**src/hw/rtl/srb_pkg.sv**
```systemverilog
// Types, codes and helper functions of the stream reassembly buffer.
// No dependencies; used by the controller, the datapath and the top level.
`default_nettype none

package srb_pkg;

  localparam int unsigned ROW_BITS = 8;
  localparam int unsigned ROW_LOG  = 3;

  localparam logic [1:0] CMD_WRITE  = 2'd0;
  localparam logic [1:0] CMD_READ   = 2'd1;
  localparam logic [1:0] CMD_REMOVE = 2'd2;

  localparam logic [3:0] OP_NOP   = 4'd0;
  localparam logic [3:0] OP_CLR   = 4'd1;
  localparam logic [3:0] OP_SLOT  = 4'd2;
  localparam logic [3:0] OP_SET   = 4'd3;
  localparam logic [3:0] OP_RDAT  = 4'd4;
  localparam logic [3:0] OP_RRD   = 4'd5;
  localparam logic [3:0] OP_RWR   = 4'd6;
  localparam logic [3:0] OP_RFIN  = 4'd7;
  localparam logic [3:0] OP_SINIT = 4'd8;
  localparam logic [3:0] OP_SRD   = 4'd9;
  localparam logic [3:0] OP_SEV   = 4'd10;
  localparam logic [3:0] OP_OUT   = 4'd11;

  typedef struct packed {
    logic [3:0] op;
    logic       load;
  } ctrl_t;

  typedef struct packed {
    logic [1:0] cmd;
    logic       in_win;
    logic       scan_stop;
    logic       v_last;
    logic       v_init_last;
  } stat_t;

  // Index of the lowest set bit; ROW_BITS when only the top bit is set.
  function automatic logic [ROW_LOG:0] lowest_one(input logic [ROW_BITS:0] x);
    logic [ROW_LOG:0] r;
    r = '0;
    for (int i = ROW_BITS; i >= 0; i--) begin
      if (x[i]) begin
        r = (ROW_LOG + 1)'(i);
      end
    end
    return r;
  endfunction

endpackage

`default_nettype wire

```
**src/hw/rtl/srb_ctrl.sv**
```systemverilog
// Controller state machine of the stream reassembly buffer.
// Depends on srb_pkg; drives the datapath by operation codes.
`default_nettype none

module srb_ctrl (
  input  logic           clk_i,
  input  logic           rst_ni,
  input  logic           s_valid_i,
  output logic           s_ready_o,
  input  logic           m_ready_i,
  output logic           m_valid_o,
  input  srb_pkg::stat_t stat_i,
  output srb_pkg::ctrl_t ctrl_o
);
  import srb_pkg::*;

  localparam logic [3:0] S_INIT  = 4'd0;
  localparam logic [3:0] S_IDLE  = 4'd1;
  localparam logic [3:0] S_DISP  = 4'd2;
  localparam logic [3:0] S_WSET  = 4'd3;
  localparam logic [3:0] S_RDAT  = 4'd4;
  localparam logic [3:0] S_RMRD  = 4'd5;
  localparam logic [3:0] S_RMWR  = 4'd6;
  localparam logic [3:0] S_RMFIN = 4'd7;
  localparam logic [3:0] S_SINIT = 4'd8;
  localparam logic [3:0] S_SRD   = 4'd9;
  localparam logic [3:0] S_SEV   = 4'd10;
  localparam logic [3:0] S_FIN   = 4'd11;

  logic [3:0] state_q, state_d;
  logic       ovalid_q, ovalid_d;
  logic [3:0] op;

  assign s_ready_o   = (state_q == S_IDLE);
  assign m_valid_o   = ovalid_q;
  assign ctrl_o.op   = op;
  assign ctrl_o.load = s_valid_i && (state_q == S_IDLE);

  always_comb begin
    state_d = state_q;
    op      = OP_NOP;
    case (state_q)
      S_INIT: begin
        op = OP_CLR;
        if (stat_i.v_init_last) state_d = S_IDLE;
      end
      S_IDLE: begin
        if (s_valid_i) state_d = S_DISP;
      end
      S_DISP: begin
        case (stat_i.cmd)
          CMD_WRITE: begin
            if (stat_i.in_win) begin
              op      = OP_SLOT;
              state_d = S_WSET;
            end else begin
              op      = OP_SINIT;
              state_d = S_SRD;
            end
          end
          CMD_READ: begin
            op      = OP_SLOT;
            state_d = S_RDAT;
          end
          CMD_REMOVE: begin
            op      = OP_SINIT;
            state_d = S_RMRD;
          end
          default: begin
            op      = OP_SINIT;
            state_d = S_SRD;
          end
        endcase
      end
      S_WSET: begin
        op      = OP_SET;
        state_d = S_SINIT;
      end
      S_RDAT: begin
        op      = OP_RDAT;
        state_d = S_SINIT;
      end
      S_RMRD: begin
        op      = OP_RRD;
        state_d = S_RMWR;
      end
      S_RMWR: begin
        op      = OP_RWR;
        state_d = stat_i.v_last ? S_RMFIN : S_RMRD;
      end
      S_RMFIN: begin
        op      = OP_RFIN;
        state_d = S_SINIT;
      end
      S_SINIT: begin
        op      = OP_SINIT;
        state_d = S_SRD;
      end
      S_SRD: begin
        op      = OP_SRD;
        state_d = S_SEV;
      end
      S_SEV: begin
        op      = OP_SEV;
        state_d = stat_i.scan_stop ? S_FIN : S_SRD;
      end
      S_FIN: begin
        if (!ovalid_q || m_ready_i) begin
          op      = OP_OUT;
          state_d = S_IDLE;
        end
      end
      default: state_d = S_IDLE;
    endcase
  end

  always_comb begin
    ovalid_d = ovalid_q;
    if (m_ready_i) ovalid_d = 1'b0;
    if (op == OP_OUT) ovalid_d = 1'b1;
  end

  always_ff @(posedge clk_i or negedge rst_ni) begin
    if (!rst_ni) begin
      state_q  <= S_INIT;
      ovalid_q <= 1'b0;
    end else begin
      state_q  <= state_d;
      ovalid_q <= ovalid_d;
    end
  end

endmodule

`default_nettype wire

```
**config.mk**
```make
export PLATFORM = sky130hd
export DESIGN_NAME = srb_ctrl
export DESIGN_NICKNAME = d
export VERILOG_FILES = /design/src/hw/rtl/srb_pkg.sv /design/src/hw/rtl/srb_ctrl.sv
export SDC_FILE = /design/constraint.sdc
export NUM_CORES = 1
export LEC_CHECK = 0
export CAP_MARGIN = 5
export CELL_PAD_IN_SITES_DETAIL_PLACEMENT = 1
export CELL_PAD_IN_SITES_GLOBAL_PLACEMENT = 1
export CORE_MARGIN = 2
export CORE_UTILIZATION = 35
export DETAILED_ROUTE_END_ITERATION = 10
export DONT_BUFFER_PORTS = 1
export PLACE_DENSITY = 0.72
export SYNTH_ARGS = -nofsm -noshare
export SYNTH_HDL_FRONTEND = slang
export SYNTH_SLANG_ARGS = --single-unit
export TNS_END_PERCENT = 5
```
**constraint.sdc**
```tcl
create_clock -name clk_i -period 2.21 [get_ports clk_i]
set_input_delay 0.3315 -clock clk_i [delete_from_list [all_inputs] [get_ports clk_i]]
set_output_delay 0.3315 -clock clk_i [all_outputs]
set_load 0.005 [all_outputs]
```
==> impl_metrics.py, run 1 <==
metrics = {
    "grt": {
        "antenna_found_initial": 0,
        "grtUsageMet2_pct": 20.6,
        "use_met3_pct": 5.31,
        "track_usage_pct": 14.8,
        "grt-ovfl-total": 0,
        "grt_pass1_vias": 504,
        "met1_usage_pct": 21.6,
        "grt_pass1_wl_mm": 2.16,
        "grt_max_degree": 19,
        "busiest_layer": "met1",
    },
    "timing": {
        "skew_ns": 0.00355,
        "tightest_slew_ns": 0.514,
        "hold_viol": 0,
        "rsz0062_at_grt": "no",
        "maxSlewViolCount": 0,
        "slew_headroom_pct": 65.8,
        "fmax_mhz": 553,
        "period_needed_ns": 1.81,
        "finalSetupViolations": 0,
        "fin_tns_setup_ns": 0,
        "fin_crit_sh_pct": 81.8,
    },
    "cts": {
        "clkSinkCount": 5,
        "cts_tree": "built",
        "insertion_delay_ns": 0.24,
        "ctsResizeCount": 0,
        "post_cts_buffers": 0,
        "root_buffer": "clkbuf_4",
        "h-tree-depth": 1,
        "cts_hold_buf": 1,
        "cts_buffer_depth": 2,
        "clk_pin_slew_ns": 0.04,
        "cts_buffers": 3,
    },
    "detailed_routing": {
        "drcViolationCount": 0,
        "drt_iter0_markers": 1,
        "vias": 504,
        "routed_via_density": 6.22,
        "dr.pass1.iters": 3,
        "wire_per_inst_um": 16.1,
        "wirelength_mm": 1.31,
        "postRouteAntennaNets": 0,
    },
    "placement": {
        "gp_congestion": 0.778,
        "postPlaceCellArea_um2": 548,
        "hpwl_um": 946,
        "port_buffers": 0,
    },
    "synthesis": {
        "ys_ff_latch": 5,
        "synth_top_flop_cell": "dfrtp_1",
        "post-synth-top-area-fraction_pct": 22.2,
        "synth_xor_area_share_pct": 0,
        "synth_top_family_by_area": "compound AO/OA/AOI/OAI gates",
        "syn_area_per_cell_um2": 8.68,
        "ys_warn_count": 0,
        "synth_edf_count": 0,
        "synth_top_area_cell": "dfrtp_1",
        "syn_area_um2": 564,
        "synth-compound-area-share_pct": 30.2,
        "synthCells": 65,
        "synth_fa_ha_area_share_pct": 8.87,
        "synthSimpleGateAreaFrac_pct": 29.3,
        "synth_area_leaders": "dfrtp_1 22%, ha_1 8.9%, and4bb_2 4.4%",
        "synth-seq-area-share_pct": 22.2,
        "synthesis.nets": 79,
        "yosys.cell_types.count": 39,
        "synth_mux_area_share_pct": 1.77,
        "async_flop_share_pct": 100,
    },
    "cells_and_area": {
        "area_growth_pct": 3.55,
        "final_net_count": 80,
        "drive_gt1_share_pct": 12.3,
        "n_antenna_cell": 0,
        "fin_area_um2": 584,
    },
    "floorplan": {
        "die_w_um": 44.2,
        "dieArea_um2": 1950,
        "ios": 17,
        "initial_core_util_pct": 37.5,
        "rows": 14,
        "die_h_um": 44.2,
        "fp.coreArea_um2": 1510,
    },
    "setup_path": {
        "path_max_fanout": 18,
        "start_kind": "flop",
        "r2r_setup_slack_ns": 0.74,
        "crit_path_max_incr_delay_ns": 0.56,
        "crit_slowest_cell": "dfrtp_1",
        "worstPathRequired_ns": 1.88,
        "worstSetupPathType": "flop to primary output",
        "crit_arrival_ns": 1.48,
        "crit_chain": "or3_1 > o21ai_1 > a21oi_1",
        "crit_path_end_kind": "primary output",
    },
    "pwr": {
        "irDropWorstVdd_mv": 0.359,
        "powerDensity_nw_per_um2": 1150,
        "p_leak_nw": 0.256,
    },
    "run": {
        "cap_violations": 0,
    },
    "run_status": {
        "status": "finished, final reports clean",
    },
    "min_path": {
        "hp-class": "input pin to asynchronous set/reset pin",
    },
}
==> registers in the layout, summed over array words and instances (netlist names) <==
register and count:
m_valid_o 1, state_q 4
==> cell families after synthesis <==
kind of cell / after synthesis
muxes: 1
DFF: 5
and+or+nand+nor: 24
AOI/OAI and AO/OA: 24
buffers and inverters: 7
adders and majority gates: 4
==> placed cells by master, fill, tap and decap left out, types with 3 or more instances in the layout <==
| cell | instances |
|---|---|
| a21oi_1 | 4 |
| clkbuf_4 | 3 |
| dfrtp_1 | 5 |
| ha_1 | 4 |
| nand2_1 | 3 |
| nand2b_1 | 3 |
| nor2b_1 | 3 |
| o21ai_0 | 3 |
==> cells in the mapped netlist, drive strengths merged, types with 2 or more instances <==
master / count
dfrtp: 5
a21oi: 4
buf: 4
ha: 4
o21ai: 4
nand2: 3
nand2b: 3
nor2b: 3
a211oi: 2
a21o: 2
a221oi: 2
and2b: 2
and3b: 2
and4bb: 2
inv: 2
==> final cells by class <==
class	instances	area, um2
Clock buffer	4	26.3
Fill cell	191	922
Inverter	2	7.51
Multi-Input combinational cell	53	395
Sequential cell	5	125
Tap cell	16	20.0
Timing Repair Buffer	1	10.0
==> where the power goes <==
group | switching [mW] | total, mW | internal, mW
sequential | 0.122 | 0.249 | 0.127
combinational | 0.142 | 0.315 | 0.173
clock | 0.0371 | 0.105 | 0.0682
==> critical path: cells and delay by family, from the launching register on <==
kind            cells  cell delay [ns]
compound gates      2             0.21
simple gates        1             0.46
flops               1             0.56
==> per-stage QoR <==
stage / worst slack [ns] / util (%) / cells / hold WS [ns] / total power [mW]
2_1_floorplan: 0.814 / - / 65 / 0.0359 / 0.528
3_3_place_gp: 0.679 / 36.4 / 76 / 0.0360 / 0.559
3_5_place_dp: 0.670 / 36.4 / 76 / 0.0360 / 0.564
4_1_cts: 0.406 / 38.8 / 81 / 0.374 / 0.678
5_1_grt: 0.297 / 38.8 / 81 / 0.369 / 0.743
6_report: 0.402 / 38.8 / 81 / 0.375 / 0.669
==> worst paths after layout <==
kind,startpoint,endpoint,cells past startpoint
min,rst_ni,state_q[3],1
min in group clk_i,m_ready_i,m_valid_o,2
min reg2reg,state_q[2],state_q[2],2
max in group asynchronous,rst_ni,state_q[1],1
max,state_q[3],ctrl_o[2],3
max reg2reg,state_q[2],state_q[3],3
==> per-layer routing <==
| layer | routed length (um) | part of all wire, % |
|---|---|---|
| met1 | 636 | 49 |
| met2 | 579 | 44 |
| met3 | 91 | 7.0 |
| met4 | 0 | 0 |
| met5 | 0 | 0 |
(Power assumes the default switching activity.)
==> inputs of run 2 (changes only) <==
PLACE_DENSITY = 0.74   (was 0.72)
clock period = 1.5 ns   (was 2.21 ns; I/O delays follow)
==> impl_metrics.py, run 2 (same netlist as run 1, synthesis figures left out) <==
metrics = {
    "run_status": {
        "status": "finished, violations left",
        "violations": "negative setup slack",
    },
    "placement": {
        "port_buffers": 0,
        "pre_cts_ws_ns": 0.0882,
        "hpwl_mm": 1.20,
        "place_inst": 81,
        "gp_congestion": 0.835,
    },
    "timing": {
        "skew_ns": 0.00168,
        "hold_viol": 0,
        "rsz0062_at_grt": "yes",
        "layout_setup_ws_ns": -0.0174,
        "fmax_mhz": 659,
        "slew_headroom_pct": 82.4,
        "finalSetupViolations": 1,
        "maxSlewViolCount": 0,
        "fin_crit_sh_pct": 101,
        "period_needed_ns": 1.52,
        "tightest_slew_ns": 0.263,
        "hold_slack_ns": 0.286,
    },
    "cts": {
        "cts_buffers": 3,
        "h-tree-depth": 1,
        "root_buffer": "clkbuf_4",
        "clk_pin_slew_ns": 0.05,
        "clkSinkCount": 5,
        "cts_buffer_depth": 2,
        "insertion_delay_ns": 0.24,
        "cts_tree": "built",
    },
    "pwr": {
        "irDropWorstVdd_mv": 0.631,
        "p_total_mw": 1.40,
        "netSwitchingPower_mw": 0.585,
        "internal_power_mw": 0.812,
        "powerDensity_nw_per_um2": 1860,
        "clock_power_share_pct": 11.7,
        "swShare_pct": 41.9,
        "pwr-share-seq_pct": 19.7,
        "p_comb_share_pct": 68.6,
        "p_leak_nw": 0.334,
    },
    "detailed_routing": {
        "wire_per_inst_um": 19.7,
        "drcViolationCount": 0,
        "wl_met3_um": 71,
        "routed_via_density": 5.99,
        "dr.pass1.iters": 3,
        "wirelength_mm": 1.89,
        "postRouteAntennaNets": 0,
        "drt_iter0_markers": 5,
        "vias": 575,
        "routed-wl-met2_um": 953,
        "highest_layer": "met4",
        "drt-met1-wl_um": 813,
    },
    "grt": {
        "grt_max_degree": 10,
        "grt-ovfl-total": 0,
        "grt_pass1_wl_mm": 2.92,
        "antenna_found_initial": 0,
        "track_usage_pct": 19.9,
        "grt_pass1_vias": 626,
    },
    "setup_path": {
        "crit_path_max_incr_delay_ns": 0.44,
        "crit_chain": "or3_4 > o21ai_2 > a21oi_1",
        "worstPathRequired_ns": 1.27,
        "crit_arrival_ns": 1.29,
        "worstSetupPathType": "flop to primary output",
        "crit_path_end_kind": "primary output",
        "path_max_fanout": 5,
        "start_kind": "flop",
        "crit_slowest_cell": "dfrtp_1",
    },
    "floorplan": {
        "die_w_um": 44.2,
        "ios": 17,
        "initial_core_util_pct": 37.5,
        "die_h_um": 44.2,
        "dieArea_um2": 1950,
        "fp.coreArea_um2": 1510,
        "rows": 14,
    },
    "cells_and_area": {
        "most-common-layout-cells": "15 x buf_4, 4 x ha_1",
        "drive_gt1_share_pct": 47.5,
        "regMostFlops": "state_q",
        "largest_reg_flops": 4,
        "area_growth_pct": 33.0,
        "n_antenna_cell": 0,
        "fillers": 184,
        "stdcell_count": 96,
        "utilization_pct": 49.8,
        "final_common_cell": "buf_4",
        "final_net_count": 95,
    },
    "run": {
        "cap_violations": 0,
    },
    "min_path": {
        "hp-class": "input pin to asynchronous set/reset pin",
    },
}
## run 2: cell count changes in the layout (fill, tap and decap cells not counted), moves of 2 or more
cell	change
buf_4	+15
a21oi_1	-2
and2b_1	-2
a21oi_2	+2
dfrtp_1	-3
dfrtp_2	+3
and2b_2	+2
## run 2: worst paths after layout
path	to	startpoint	depth (start not counted)	slack [ns]
worst max-delay path	ctrl_o[2]	state_q[2]	3	-0.02
worst min-delay path	m_valid_o	rst_ni	1	0.29
worst max register to register	state_q[0]	state_q[1]	5	0.01
worst min register to register	state_q[2]	state_q[3]	3	0.70
max in group asynchronous	state_q[3]	rst_ni	1	0.99
min in group clk_i	m_valid_o	m_ready_i	2	0.29
## run 2: what timing repair did
item | CTS | global route
buffers inserted | 7 | 3
pin swaps | 0 | 2
endpoints found under the hold margin | 5 | 0
hold buffers | 1 | 0
endpoints found under the setup margin | 5 | 4
gates resized for setup | 6 | 12
## run 2: metal layers
layer  vias to the layer above  GRT usage [%]
li1                        277              -
met1                       279           25.3
met2                        15           35.3
met3                         4           1.63
met4                         0           6.67
met5                         -              0
## run 2: through the flow
stage                     area, um2  TNS, ns
after floorplan                 564        0
after global placement          586        0
after detailed placement        586        0
after CTS                       691  -0.0110
after global routing            751  -0.0882
final                           751  -0.0174
## run 2: critical path, delay by kind of cell, from the launching register on
kind | cells | cell delay, ns
AND/OR/NAND/NOR | 1 | 0.41
flip-flops | 1 | 0.44
AO/OA/AOI/OAI | 2 | 0.21
## run 2: layout make-up
type	count	area, um2	area share [%]
Inverter	2	7.51	1.00
Clock buffer	4	26.3	3.50
Multi-Input combinational cell	53	445	59.3
Tap cell	16	20.0	2.67
Timing Repair Buffer	16	123	16.3
Sequential cell	5	129	17.2
## run 2: power groups by stage
stage / combinational [mW] / sequential [mW] / clock [mW]
finish: 0.959 / 0.275 / 0.163
detailed placement: 0.569 / 0.329 / 0
global placement: 0.551 / 0.319 / 0
global route: 1.05 / 0.282 / 0.177
CTS: 0.799 / 0.277 / 0.165
floorplan: 0.539 / 0.239 / 0
